===== src/rtl/pal_pkg.sv =====
// Shared types and constants for the prefix access list.
// No dependencies; imported by every module of the block but pal_ram.
`default_nettype none
package pal_pkg;
    localparam int ENTRIES   = 64;
    localparam int IDX_W     = (ENTRIES > 1) ? $clog2(ENTRIES) : 1;
    localparam int CNT_W     = $clog2(ENTRIES + 1);
    localparam int V4_BITS   = 32;
    localparam int V6_BITS   = 128;
    // Stored entry: family, hi, lo, len, deny, flags.
    localparam int ENTRY_W   = 1 + 64 + 64 + 8 + 1 + 16;

    typedef enum logic [1:0] {
        CMD_LOOKUP = 2'd0,
        CMD_ADD    = 2'd1,
        CMD_DELETE = 2'd2,
        CMD_NONE   = 2'd3
    } cmd_t;

    typedef enum logic [1:0] {
        ST_OK        = 2'd0,
        ST_NOT_FOUND = 2'd1,
        ST_FULL      = 2'd2,
        ST_BAD_LEN   = 2'd3
    } status_t;

    // A classified command as it travels from the front to the back.
    typedef struct packed {
        cmd_t        cmd;
        logic        fam;
        logic [63:0] hi;
        logic [63:0] lo;
        logic [7:0]  len;
        logic        deny;
        logic [15:0] flags;
        logic        bad;
    } job_t;

    localparam int JOB_W = $bits(job_t);

    function automatic logic [63:0] mask_high(input logic [7:0] len);
        logic [63:0] m;
        m = '0;
        if (len >= 8'd64)
            m = '1;
        else if (len != 8'd0)
            m = ~(64'hFFFF_FFFF_FFFF_FFFF >> len[5:0]);
        return m;
    endfunction

    function automatic logic [63:0] mask_low(input logic [7:0] len);
        logic [63:0] m;
        logic [7:0]  r;
        m = '0;
        r = len - 8'd64;
        if (len >= 8'd128)
            m = '1;
        else if (len > 8'd64)
            m = ~(64'hFFFF_FFFF_FFFF_FFFF >> r[5:0]);
        return m;
    endfunction
endpackage
`default_nettype wire


===== src/rtl/pal_front.sv =====
// Front end: accepts words, classifies them and queues them for the back end.
// Depends on pal_pkg.
`default_nettype none
module pal_front
    import pal_pkg::*;
(
    input  wire logic        clk,
    input  wire logic        rst_n,
    input  wire logic        in_valid,
    output logic             in_ready,
    input  wire logic [1:0]  command,
    input  wire logic        family,
    input  wire logic [63:0] addr_hi,
    input  wire logic [63:0] addr_lo,
    input  wire logic [7:0]  prefix_len,
    input  wire logic        deny,
    input  wire logic [15:0] user_flags,
    output logic             job_valid,
    input  wire logic        job_ready,
    output job_t             job
);
    job_t q_reg [2];
    logic wp_reg, rp_reg;
    logic [1:0] cnt_reg;
    job_t cls;
    logic push, pop;
    logic [7:0] width;

    // Classify: mask the address for adds and deletes, flag bad lengths.
    always_comb
    begin
        width     = family ? 8'(V6_BITS) : 8'(V4_BITS);
        cls.cmd   = cmd_t'(command);
        cls.fam   = family;
        cls.len   = prefix_len;
        cls.deny  = deny;
        cls.flags = user_flags;
        cls.bad   = prefix_len > width;
        cls.hi    = addr_hi;
        cls.lo    = family ? addr_lo : 64'd0;
        if (cls.cmd != CMD_LOOKUP)
        begin
            cls.hi = cls.hi & mask_high(prefix_len);
            cls.lo = cls.lo & mask_low(prefix_len);
        end
    end

    assign in_ready  = cnt_reg != 2'd2;
    assign push      = in_valid && in_ready;
    assign job_valid = cnt_reg != 2'd0;
    assign pop       = job_valid && job_ready;
    assign job       = q_reg[rp_reg];

    // Two-deep queue between the two halves.
    always_ff @(posedge clk)
    begin
        if (push)
            q_reg[wp_reg] <= cls;
    end

    always_ff @(posedge clk or negedge rst_n)
    begin
        if (!rst_n)
        begin
            wp_reg  <= 1'b0;
            rp_reg  <= 1'b0;
            cnt_reg <= 2'd0;
        end
        else
        begin
            if (push)
                wp_reg <= ~wp_reg;
            if (pop)
                rp_reg <= ~rp_reg;
            cnt_reg <= cnt_reg + {1'b0, push} - {1'b0, pop};
        end
    end
endmodule
`default_nettype wire


===== config.mk =====
export PLATFORM = sky130hd
export DESIGN_NAME = pal_front
export DESIGN_NICKNAME = d
export VERILOG_FILES = /design/src/rtl/pal_pkg.sv /design/src/rtl/pal_front.sv
export SDC_FILE = /design/constraint.sdc
export NUM_CORES = 1
export LEC_CHECK = 0
export ABC_AREA = 1
export ABC_CLOCK_PERIOD_IN_PS = 9950
export BUFFER_PORTS_ARGS = -buffer_cell sky130_fd_sc_hd__buf_4
export CAP_MARGIN = 25
export CORE_ASPECT_RATIO = 0.9
export CORE_UTILIZATION = 40
export CTS_CLUSTER_SIZE = 14
export DETAILED_ROUTE_END_ITERATION = 6
export SLEW_MARGIN = 0
export SYNTH_ARGS = -nofsm -noshare
export SYNTH_HDL_FRONTEND = slang
export SYNTH_SLANG_ARGS = --single-unit

===== constraint.sdc =====
create_clock -name clk -period 9.95 [get_ports clk]
set_input_delay 0.995 -clock clk [delete_from_list [all_inputs] [get_ports clk]]
set_output_delay 0.995 -clock clk [all_outputs]
set_load 0.005 [all_outputs]

== Word level (Yosys, flattened, before mapping) ==
Memory sizes are Yosys's and may differ from the RTL's.
Cells that the tools add are included.
W data, S select, Z words.

* Input port bits: 160
* Logic and storage cells: 36
* Memories: 1
* Output and inout bits: 159
* Flip-flop bits (word level): 4
* RAM bits: 314

* Bitwise operators: 6
* Equality and inequality tests: 1
* Add/sub/neg operators: 3
* Multiplexer cells: 11
* $lt $le $gt $ge: 4
* Reduce and logical (&&, ||, !) cells: 5
* Shift operators: 2

{| class="wikitable"
|+ Memory list
! memory !! depth !! bits a word !! read ports !! clocked after memory_dff !! wr ports !! RTL line !! source
|-
| q_reg || 2 || 157 || 1 || 0 || 1 || pal_front.sv:22 || <nowiki>job_t q_reg [2];</nowiki>
|}

{| class="wikitable"
|+ Operator list
! cell !! number
|-
| $mux W64 || 7
|-
| $and A64 B64 Y64 || 2
|-
| $mux W128 || 1
|-
| $not A64 Y64 || 2
|-
| $shr A64 B6 Y64 const A || 2
|-
| $ge A8 B7 Y1 const B || 1
|-
| $ge A8 B8 Y1 const B || 1
|-
| $gt A8 B7 Y1 const B || 1
|-
| $gt A8 B8 Y1 || 1
|-
| $mux W8 || 1
|-
| $reduce_bool A8 Y1 || 1
|-
| $sub A6 B1 Y6 const B || 1
|-
| $reduce_bool A2 Y1 || 2
|-
| $add A2 B1 Y2 || 1
|-
| $logic_and A1 B1 Y1 || 2
|-
| $mux W1 || 2
|-
| $ne A2 B2 Y1 const B || 1
|-
| $not A1 Y1 || 2
|-
| $sub A2 B1 Y2 || 1
|}

== Longest topological paths before layout ==
Gate-level depths: netlist (run 1).

* Depth after elaboration: 8
* Gate-level depth with buffers: 8

== Worst setup path before layout (run 1) ==
Ideal clock, no wire load.

* Kind: in2reg
* From: in in_valid
* To: mem q_reg[1][0] (netlist name), enable pin
* Data required time: 9.273 ns
* Path buffers: 0
* Stages on the path: 2
* Arrival: 7.626 ns
* Library setup time: 0.677 ns
* Path slack: 1.648 ns
* Cell sequence: nand2_1 -> nor2_1

* Cells in the longest elaborated chain, start to end: 3

{| class="wikitable"
|+ RTL lines
! item !! RTL line !! source
|-
| start: declaration || pal_front.sv:9 || <nowiki>input wire logic in_valid,</nowiki>
|-
| $logic_and A1 B1 Y1 || pal_front.sv:49 || <nowiki>assign push = in_valid && in_ready;</nowiki>
|-
| $mux W1 || pal_front.sv:57 || <nowiki>if (push)</nowiki>
|-
| $mux W1 (implied by the code) || pal_front.sv:58 || <nowiki>q_reg[wp_reg] <= cls;</nowiki>
|-
| end: declaration || pal_front.sv:22 ||
|}

Every way passes these cells.

==> impl_metrics.tcl, run 1 <==
set metrics [dict create \
    grt_antenna_before_repair 2 \
    crit_type "flop to output port" \
    io-pin-count 319 \
    fin_total_pwr_mw 4.72 \
    power.clock.fraction_pct 25.6 \
    gp_routability_congestion 0.761 \
    crit_slowest_cell "sky130_fd_sc_hd__buf_4" \
    grt_start_max_net_pins 88 \
    most_common_library_cell_in_the_layout_ignoring_fill_and_taps "sky130_fd_sc_hd__nand2_1" \
    post_cts_resized 0 \
    synth-xor-area-share_pct 0.191 \
    p_comb_share_pct 33.9 \
    die_area_sq_mm 0.0351 \
    layout_setup_ws_ns 6.09 \
    die_w_um 197 \
    clock_tree.htree_level_count 2 \
    route.detailed.wl_per_inst_um 19.2 \
    worst_ep_required_time_ns 8.96 \
    int_power_mw 3.19 \
    setup_viol 0 \
    worstMarginPinSlew_ns 1.07 \
    postCtsSetupBuffers 0 \
    share_of_synthesized_area_occupied_by_flip_flops_and_latches_pct 69.3 \
    layout.filler_cells 3122 \
    drt_iter0_markers 768 \
    synth.mux.area_fraction_pct 0 \
    crit_path_cell_trace "inv_6, buf_4, nand2_1, nand2_1, buf_4" \
    initial_core_util_pct 40.5 \
    timing.fmax_mhz 259 \
    power.ir.vdd_worst_mv 0.172 \
    status "completed" \
    synth_compound_gate_area_share_pct 6.37 \
    power.sequential.fraction_pct 40.5 \
    synth_area_per_cell_sq_um 10.7 \
    crit_buf_inv 3 \
    cts_buffer_count 35 \
    ys_types 31 \
    worst_setup_path_start_kind "flop" \
    final.period_utilization_pct 38.8 \
    maxCapViolations 0 \
    timing.critical_path.fanout_max 87 \
    timing.critical_path.slowest_cell_delay_ns 0.84 \
    most-common-layout-cells "sky130_fd_sc_hd__nand2_1, sky130_fd_sc_hd__buf_4, sky130_fd_sc_hd__edfxtp_1, sky130_fd_sc_hd__a21oi_1, sky130_fd_sc_hd__inv_1" \
    worst-endpoint-arrival_ns 2.86 \
    switchingPower_mw 1.52 \
    cellLeakagePower_nw 7.66 \
    synthesized_netlist_cell_count 1290 \
    postLayoutCoreUtil_pct 51.7 \
    die_y_um 178 \
    grt_first_pass_wirelength_um 59000 \
    largest_reg_flops 314 \
    grtUsageTotal_pct 22.5 \
    numClockSinks 318 \
    final.setup.tns_ns 0 \
    numPortBuffers 318 \
    clk_latency_worst_skew_pair_ns 0.50 \
    tritoncts "built" \
    viasPerCell 4.86 \
    multi_input_comb_area_sq_mm 0.00364 \
    hold_fix_buffers_at_cts 0 \
    antenna_violating_nets_post_route 0 \
    clk_path_buf_depth 3 \
    critical-path-top-delay-family "buffers and inverters" \
    drive_above_1_share_pct 24.8 \
    switching_share_pct 32.3 \
    holdCritPathClass "input pin to asynchronous set/reset pin" \
    yosys.area_share.adder_pct 0.364 \
    drc_errors 0 \
    detailed_place_hpwl_um 26100 \
    synth_top_family_by_area "simple AND/OR/NAND/NOR gates" \
    final_count_of_pins_violating_max_slew 0 \
    yosysWarningCount 0 \
    post_place_worst_slack_ns 6.55 \
    first_global_vias 9799 \
    slew_headroom_pct 28.6 \
    vias 10100 \
    final-hold-violation-count 0 \
    drtPass1Iterations 5 \
    clock_pin_slew_reported_for_the_worst_setup_and_hold_paths_after_clock_tree_synthesis_ns 0.06 \
    fp.coreArea_sq_mm 0.0340 \
    final_net_count 1751 \
    rows 64 \
    pwr_density_cell_mw_per_mm2 269 \
    drt_wl_total_um 39900 \
    rsz0062_at_grt "false" \
    cp-end-kind "output port" \
    syn_nets 1454 \
    root_buffer "sky130_fd_sc_hd__clkbuf_16" \
    layout.area.seq_sq_mm 0.00953 \
    yosys.area_share.simple_pct 19.4 \
    postSynthRegisterBits 318 \
    synth_area_sq_mm 0.0137 \
    grt_remaining_overflow 0 \
    worst_clock_skew_ns 0.0105 \
    layout_min_cycle_time_ns 3.86 \
    area_overhead_of_the_layout_relative_to_synthesis_pct 27.6 \
]
==> worst paths after layout <==
| path | start | endpoint | slack, ns | cells past startpoint |
|---|---|---|---|---|
| worst min register to register | cnt_reg[0]$_DFF_PN0_ | cnt_reg[0]$_DFF_PN0_ | 0.56 | 1 |
| max in group asynchronous | rst_n | rp_reg$_DFFE_PN0P_ | 9.55 | 1 |
| worst min-delay path | rst_n | cnt_reg[0]$_DFF_PN0_ | 0.28 | 1 |
| worst max register to register | cnt_reg[1]$_DFF_PN0_ | q_reg[1][43]$_DFFE_PP_ | 7.46 | 5 |
| min in group clk | cnt_reg[0]$_DFF_PN0_ | cnt_reg[0]$_DFF_PN0_ | 0.56 | 1 |
| worst max-delay path | rp_reg$_DFFE_PN0P_ | job[118] | 6.09 | 5 |
==> metrics by stage <==
stage / hold WS, ns / std cells / instance area [sq um]
3_3_place_gp: 0.508 / 2010 / 16400
6_report: 0.281 / 2076 / 17500
5_1_grt: 0.259 / 2075 / 17500
2_1_floorplan: 0.485 / 1290 / 13700
3_5_place_dp: 0.555 / 2011 / 16400
4_1_cts: 0.257 / 2073 / 17500
==> power groups by stage <==
stage               combinational, mW  clock (mW)  sequential [mW]
detailed placement               1.62           0             1.94
finish                           1.60        1.21             1.91
floorplan                       0.741           0             2.00
CTS                              1.63        1.23             1.91
global placement                 1.61           0             1.93
global route                     1.77        1.28             1.94
==> worst reg2reg max path, cell delays in order, from the launching register on <==
cell and delay [ns]:
sky130_fd_sc_hd__dfrtp_1 0.40, sky130_fd_sc_hd__nand2_1 0.12, sky130_fd_sc_hd__nand2_1 0.15, sky130_fd_sc_hd__nor2_4 0.41
sky130_fd_sc_hd__buf_12 0.25, sky130_fd_sc_hd__buf_4 0.71
==> layout make-up <==
class,instances,share of cell area [%]
clock buffer,48,5.51
inverter,55,1.21
multi-input combinational,847,20.8
antenna,2,0.0285
timing repair buffer,330,14.3
clock inverter,14,0.528
sequential,318,54.3
tap,462,3.30
==> Yosys cell counts <==
library cell               count  share of area, %
sky130_fd_sc_hd__nand2_1     641                18
sky130_fd_sc_hd__edfxtp_1    314                69
sky130_fd_sc_hd__a21oi_1      66               2.4
sky130_fd_sc_hd__inv_1        50               1.4
sky130_fd_sc_hd__o21a_1       34               1.9
sky130_fd_sc_hd__o21ai_0      32               1.2
sky130_fd_sc_hd__clkbuf_1     26              0.71
sky130_fd_sc_hd__buf_2        24              0.87
sky130_fd_sc_hd__nor2_1       22              0.60
sky130_fd_sc_hd__buf_6        11              0.90
sky130_fd_sc_hd__nand3_1      11              0.40
sky130_fd_sc_hd__a21boi_0     10              0.55
sky130_fd_sc_hd__buf_1         5              0.14
sky130_fd_sc_hd__nand2_2       5              0.23
sky130_fd_sc_hd__buf_4         4              0.22
sky130_fd_sc_hd__dfrtp_1       4              0.73
sky130_fd_sc_hd__ha_1          4              0.36
sky130_fd_sc_hd__inv_2         4              0.11
sky130_fd_sc_hd__nor2_2        4              0.18
sky130_fd_sc_hd__a31oi_1       3              0.14
sky130_fd_sc_hd__nor2_4        3              0.25
sky130_fd_sc_hd__nor3_1        2             0.073
sky130_fd_sc_hd__o21ai_1       2             0.073
sky130_fd_sc_hd__xnor2_1       2              0.13
sky130_fd_sc_hd__a21oi_2       1             0.064
sky130_fd_sc_hd__a41oi_1       1             0.064
sky130_fd_sc_hd__clkinv_1      1             0.027
sky130_fd_sc_hd__nor2_8        1              0.15
sky130_fd_sc_hd__o21ai_2       1             0.064
sky130_fd_sc_hd__or2_2         1             0.046
sky130_fd_sc_hd__xor2_1        1             0.064
==> routing by layer <==
metal  global-route usage, %  routed length (um)
met5                       0                   0
met3                    5.55                3280
met2                    35.9               18700
met1                    30.6               17100
met4                    6.07                 804
==> logic make-up (layout without fill, tap and decap cells) <==
family,count (synthesis),count (layout)
and+or+nand+nor,690,690
buffers and inverters,125,447
xor gates and xnor gates,3,3
other,0,2
AOI/OAI and AO/OA,150,150
adders and majority gates,4,4
DFF,318,318
Power figures use the tool's default switching activity.
==> inputs of run 2 (changes only) <==
ABC_AREA = 0   (was 1)
ABC_CLOCK_PERIOD_IN_PS = 3150   (was 9950)
clock period = 3.15 ns   (was 9.95 ns; I/O delays follow)
==> run 2 against run 1 <==
Net effect: combinational power rose to 3.0 times the previous value; total power increased to 3.1 times the previous value; non-clock buffer count up 23; highest routed layer is now met5; sequential power grew to 3.2 times the previous value; worst hold slack worse by 0.22 ns.
==> impl_metrics.tcl, run 2 <==
set metrics [dict create \
    status "completed" \
    pwr_density_cell_mw_per_mm2 831 \
    worst_setup_path_start_kind "flop" \
    layout_setup_ws_ns 0.477 \
    root_buffer "sky130_fd_sc_hd__clkbuf_16" \
    clk_latency_worst_skew_pair_ns 0.51 \
    grt_start_max_net_pins 78 \
    route.detailed.wl_per_inst_um 24.3 \
    worst_clock_skew_ns 0.0104 \
    synth.area.top_cells "sky130_fd_sc_hd__edfxtp_1, sky130_fd_sc_hd__mux2_2, sky130_fd_sc_hd__a21boi_0" \
    final_net_count 1358 \
    viasPerCell 5.34 \
    setup_viol 0 \
    rows 63 \
    grt_remaining_overflow 0 \
    holdCritPathClass "input pin to flop" \
    synth_area_per_cell_sq_um 15.7 \
    clock_pin_slew_reported_for_the_worst_setup_and_hold_paths_after_clock_tree_synthesis_ns 0.06 \
    fp.coreArea_sq_mm 0.0332 \
    final.period_utilization_pct 84.9 \
    maxCapViolations 0 \
    numClockSinks 318 \
    synth_area_sq_mm 0.0136 \
    drt_wl_total_um 40600 \
    layout_min_cycle_time_ns 2.67 \
    area_overhead_of_the_layout_relative_to_synthesis_pct 30.9 \
    int_power_mw 10.7 \
    clk_path_buf_depth 3 \
    io-pin-count 319 \
    cellLeakagePower_nw 6.71 \
    slew_headroom_pct 31.5 \
    post-synth-top-count-cell "sky130_fd_sc_hd__edfxtp_1" \
    vias 8924 \
    final_count_of_pins_violating_max_slew 0 \
    gp_routability_congestion 0.746 \
    p_comb_share_pct 31.8 \
    antenna_violating_nets_post_route 0 \
    syn_nets 1030 \
    yosysWarningCount 0 \
    synth_edf_count 314 \
    rsz0062_at_grt "false" \
    met2_usage_pct 35.7 \
    cp-end-kind "output port" \
    worst-endpoint-arrival_ns 2.36 \
    netlist_top_cells_count "sky130_fd_sc_hd__edfxtp_1, sky130_fd_sc_hd__mux2_2, sky130_fd_sc_hd__a21boi_0" \
    grtUsageMet1_pct 30.4 \
    postSynthRegisterBits 318 \
    post_cts_resized 0 \
    met3_usage_pct 7.98 \
    postLayoutCoreUtil_pct 53.7 \
    cts_buffer_count 36 \
    tritoncts "built" \
    switchingPower_mw 4.15 \
    timing.fmax_mhz 374 \
    crit_type "flop to output port" \
    timing.critical_path.fanout_max 47 \
    die_w_um 196 \
    grt_antenna_before_repair 3 \
    worst_ep_required_time_ns 2.83 \
    ys_async_sr_fraction_pct 1.26 \
    dominantRegCellSynth "sky130_fd_sc_hd__edfxtp_1" \
    netlist.top_cell.by_area "sky130_fd_sc_hd__edfxtp_1" \
    share_of_synthesized_area_occupied_by_flip_flops_and_latches_pct 70.0 \
    grtUsageTotal_pct 23.0 \
    drt_iter0_markers 548 \
    switching_share_pct 28.0 \
    post_place_worst_slack_ns 0.892 \
    most-common-layout-cells "sky130_fd_sc_hd__buf_4, sky130_fd_sc_hd__edfxtp_1, sky130_fd_sc_hd__mux2_2, sky130_fd_sc_hd__a21boi_0, sky130_fd_sc_hd__nand2_1" \
    drive_above_1_share_pct 45.4 \
    drtPass1Iterations 5 \
    yosys.area.top_type_share_pct 69.2 \
    synthesized_netlist_cell_count 866 \
    power.ir.vdd_worst_mv 0.485 \
    die_area_sq_mm 0.0348 \
    power.sequential.fraction_pct 41.5 \
    grt_first_pass_wirelength_um 58000 \
    top_usage_layer "met2" \
    worstMarginPinSlew_ns 1.01 \
    detailed_place_hpwl_um 26700 \
    clock_tree.htree_level_count 2 \
    final-hold-violation-count 0 \
    numPortBuffers 318 \
    largest_reg_flops 314 \
    first_global_vias 9117 \
    initial_core_util_pct 41.0 \
    most_common_library_cell_in_the_layout_ignoring_fill_and_taps "sky130_fd_sc_hd__buf_4" \
    ys_types 52 \
    postCtsSetupBuffers 0 \
    power.clock.fraction_pct 26.6 \
    die_y_um 177 \
    drc_errors 0 \
]
[run 2: cell count changes after synthesis, sizes merged, moves of 9 or more]
cell / previous run / this run
a21boi: 10 / 48
a211oi: 0 / 11
a21oi: 67 / 28
nor2: 30 / 17
o21a: 34 / 9
mux2: 0 / 157
nand2: 646 / 44
inv: 54 / 13
o311a: 0 / 9
and3: 0 / 16
[run 2: repair_timing]
item                                   in CTS  in global routing
setup endpoints to repair                   0                  0
endpoints found under the hold margin      38                  0
hold buffers                               18                  0
[run 2: path summary, 6_finish.rpt]
path                                      startpoint                      end  slack, ns  cells after the start
worst min-delay path                      command[1]  q_reg[1][156]$_DFFE_PP_       0.06                      1
worst max register to register  cnt_reg[1]$_DFF_PN0_   q_reg[1][92]$_DFFE_PP_       1.24                      3
max in group asynchronous                      rst_n       rp_reg$_DFFE_PN0P_       2.87                      2
worst min register to register  cnt_reg[1]$_DFF_PN0_     cnt_reg[1]$_DFF_PN0_       0.51                      1
worst max-delay path              rp_reg$_DFFE_PN0P_                 job[101]       0.48                      3
min in group asynchronous                      rst_n     cnt_reg[1]$_DFF_PN0_       0.16                      2
[run 2: power by group through the flow]
| stage | Clock [mW] | Sequential [mW] | Combinational (mW) |
|---|---|---|---|
| 4_1_cts | 4.04 | 6.16 | 4.79 |
| 6_report | 3.94 | 6.15 | 4.72 |
| 3_3_place_gp | 0 | 6.20 | 4.75 |
| 5_1_grt | 4.18 | 6.25 | 5.04 |
| 3_5_place_dp | 0 | 6.25 | 4.75 |
| 2_1_floorplan | 0 | 6.11 | 2.34 |
[run 2: logic make-up (layout without fill, tap and decap cells)]
logic type,Yosys count,after routing,synth area share (%)
buffers and inverters,76,425,2.49
and+or+nand+nor,122,122,4.39
muxes,157,157,13.0
DFF,318,318,70.0
adders and majority gates,4,4,0.368
AOI/OAI and AO/OA,185,185,9.54
xor gates and xnor gates,4,4,0.257
other,0,1,0
[run 2: metal layers]
metal / share of wire [%] / up-vias
met1: 42 / 4453
met3: 9.9 / 66
met4: 2.5 / 4
li1: - / 4029
met5: 0.066 / -
met2: 45 / 372
[run 2: cell type report]
type                            instances  area (sq um)
Antenna cell                            1          2.50
Clock buffer                           47           993
Clock inverter                         12           104
Fill cell                            2810         15400
Inverter                               13          48.8
Multi-Input combinational cell        472          3780
Sequential cell                       318          9530
Tap cell                              455           569
Timing Repair Buffer                  353          2800
[run 2: worst max-delay path: stages (launching register included)]
cell	delay, ns
sky130_fd_sc_hd__dfrtp_4	0.93
sky130_fd_sc_hd__buf_4	0.38
sky130_fd_sc_hd__mux2_2	0.39
sky130_fd_sc_hd__buf_4	0.14
[run 2: stage by stage]
step	instance area (sq um)	total power, mW	std cells	hold WS, ns	setup TNS (ns)
5_1_grt	17800	15.5	1670	0.0460	0
3_5_place_dp	16500	11.0	1593	0.118	0
2_1_floorplan	13600	8.45	866	0.0194	-34.78
3_3_place_gp	16500	11.0	1593	0.116	0
4_1_cts	17800	15.0	1670	0.0332	0
6_report	17800	14.8	1671	0.0606	0
==> inputs of run 3 (changes only) <==
ABC_CLOCK_PERIOD_IN_PS = 2800   (was 3150)
clock period = 2.8 ns   (was 3.15 ns; I/O delays follow)
==> run 3 against run 2 <==
Net effect: wire length is 1.3% higher; flip-flop and latch count stayed put; via count is 0.17% higher; highest routed layer unchanged; largest power group unchanged; total power is 12% higher; die area stayed put.
==> impl_metrics.tcl, run 3 (synthesis gave the netlist of run 2 again) <==
set metrics [dict create \
    numPortBuffers 318 \
    grt_start_max_net_pins 65 \
    drtPass1Iterations 5 \
    status "completed" \
    crit_path_cell_trace "buf_12, mux2_2, buf_4" \
    final.period_utilization_pct 88.0 \
    numClockSinks 318 \
    grt_remaining_overflow 0 \
    cts_buffer_count 36 \
    root_buffer "sky130_fd_sc_hd__clkbuf_16" \
    post_place_worst_slack_ns 0.516 \
    switchingPower_mw 4.75 \
    grt_antenna_before_repair 3 \
    clock_pin_slew_reported_for_the_worst_setup_and_hold_paths_after_clock_tree_synthesis_ns 0.06 \
    drt_iter0_markers 516 \
    slew_headroom_pct 33.1 \
    io-pin-count 319 \
    grt_first_pass_wirelength_um 59100 \
    p_comb_share_pct 32.6 \
    drive_above_1_share_pct 45.6 \
    die_area_sq_mm 0.0348 \
    crit_slowest_cell "sky130_fd_sc_hd__dfrtp_4" \
    worst_ep_required_time_ns 2.52 \
    layout_min_cycle_time_ns 2.46 \
    post_cts_resized 0 \
    most-common-layout-cells "sky130_fd_sc_hd__buf_4, sky130_fd_sc_hd__edfxtp_1, sky130_fd_sc_hd__mux2_2, sky130_fd_sc_hd__a21boi_0, sky130_fd_sc_hd__nand2_1" \
    clk_latency_worst_skew_pair_ns 0.53 \
    power.ir.vdd_worst_mv 0.507 \
    tritoncts "built" \
    final_count_of_pins_violating_max_slew 0 \
    viasPerCell 5.31 \
    postLayoutCoreUtil_pct 53.9 \
    drt_wl_total_um 41200 \
    initial_core_util_pct 41.0 \
    fp.coreArea_sq_mm 0.0332 \
    drc_errors 0 \
    first_global_vias 9101 \
    gp_routability_congestion 0.778 \
    worst_clock_skew_ns 0.0156 \
    holdCritPathClass "input pin to flop" \
    final-hold-violation-count 0 \
    largest_reg_flops 314 \
    crit_type "flop to output port" \
    clk_path_buf_depth 3 \
    rows 63 \
    detailed_place_hpwl_um 27600 \
    maxCapViolations 0 \
    timing.fmax_mhz 406 \
    worst-endpoint-arrival_ns 2.18 \
    cellLeakagePower_nw 6.75 \
    route.detailed.wl_per_inst_um 24.4 \
    clock_tree.htree_level_count 2 \
    antenna_violating_nets_post_route 0 \
    final_area_sq_mm 0.0179 \
    postPlaceCellArea_sq_mm 0.0166 \
    timing.critical_path.fanout_max 64 \
    cp-end-kind "output port" \
    worst_setup_path_start_kind "flop" \
    setup_viol 0 \
    layout_setup_ws_ns 0.336 \
    pwr_density_cell_mw_per_mm2 929 \
    worstMarginPinSlew_ns 1.00 \
    power.sequential.fraction_pct 41.1 \
    power.clock.fraction_pct 26.3 \
    die_y_um 177 \
    final_net_count 1370 \
    area_overhead_of_the_layout_relative_to_synthesis_pct 31.3 \
    rsz0062_at_grt "false" \
    most_common_library_cell_in_the_layout_ignoring_fill_and_taps "sky130_fd_sc_hd__buf_4" \
    int_power_mw 11.9 \
    timing.critical_path.slowest_cell_delay_ns 0.62 \
    critical-path-top-delay-family "flip-flops" \
    n_antenna_cell 0 \
    die_w_um 196 \
    crit_buf_inv 2 \
    switching_share_pct 28.6 \
    grtUsageTotal_pct 23.4 \
    vias 8939 \
    final.setup.tns_ns 0 \
]
-- run 3: cell count changes in the layout (fill, tap and decap cells not counted) --
cell and change:
sky130_fd_sc_hd__clkbuf_1 +2, sky130_fd_sc_hd__clkbuf_8 -3, sky130_fd_sc_hd__dlygate4sd3_1 +2, sky130_fd_sc_hd__inv_8 +1, sky130_fd_sc_hd__clkinv_1 +1, sky130_fd_sc_hd__buf_4 +10, sky130_fd_sc_hd__inv_6 +2, sky130_fd_sc_hd__diode_2 -1
sky130_fd_sc_hd__bufinv_16 -1
-- run 3: power groups by stage --
| stage | Clock [mW] | Sequential (mW) | Combinational (mW) |
|---|---|---|---|
| floorplan | 0 | 6.87 | 2.63 |
| global placement | 0 | 6.87 | 5.48 |
| detailed placement | 0 | 6.92 | 5.46 |
| CTS | 4.46 | 6.82 | 5.52 |
| global route | 4.65 | 6.92 | 5.81 |
| finish | 4.37 | 6.82 | 5.42 |
-- run 3: stage by stage --
step,std cells,power [mW],hold WS [ns]
floorplan,866,9.50,-0.0156
global placement,1603,12.3,0.0809
detailed placement,1603,12.4,0.0800
CTS,1684,16.8,0.0264
global route,1684,17.4,0.0437
finish,1684,16.6,0.0600
-- run 3: what timing repair did --
item,4_1_cts,5_1_grt
hold buffers,20,0
hold endpoints to repair,42,0
setup buffers,0,0
-- run 3: area by class of cell --
type | instances | area (sq um)
Clock buffer | 46 | 960
Clock inverter | 15 | 106
Fill cell | 2787 | 15300
Inverter | 13 | 48.8
Multi-Input combinational cell | 472 | 3780
Sequential cell | 318 | 9530
Tap cell | 455 | 569
Timing Repair Buffer | 365 | 2890
-- run 3: metal layers --
metal	up-vias	global-route usage, %	share of wire, %	wire, um
li1	4041	-	-	-
met2	332	36.8	46	19100
met3	54	7.43	9.1	3730
met5	-	0	0.056	23
met4	4	6.61	2.2	898
met1	4508	31.2	42	17500
-- run 3: worst paths after layout --
path	cells past startpoint	slack [ns]	startpoint	endpoint
min reg2reg	1	0.50	cnt_reg[1]$_DFF_PN0_	cnt_reg[1]$_DFF_PN0_
min in group asynchronous	2	0.12	rst_n	cnt_reg[0]$_DFF_PN0_
max	3	0.34	rp_reg$_DFFE_PN0P_	job[78]
max in group asynchronous	2	2.57	rst_n	rp_reg$_DFFE_PN0P_
max reg2reg	3	0.92	cnt_reg[1]$_DFF_PN0_	q_reg[1][106]$_DFFE_PP_
min	2	0.06	addr_hi[20]	q_reg[1][110]$_DFFE_PP_
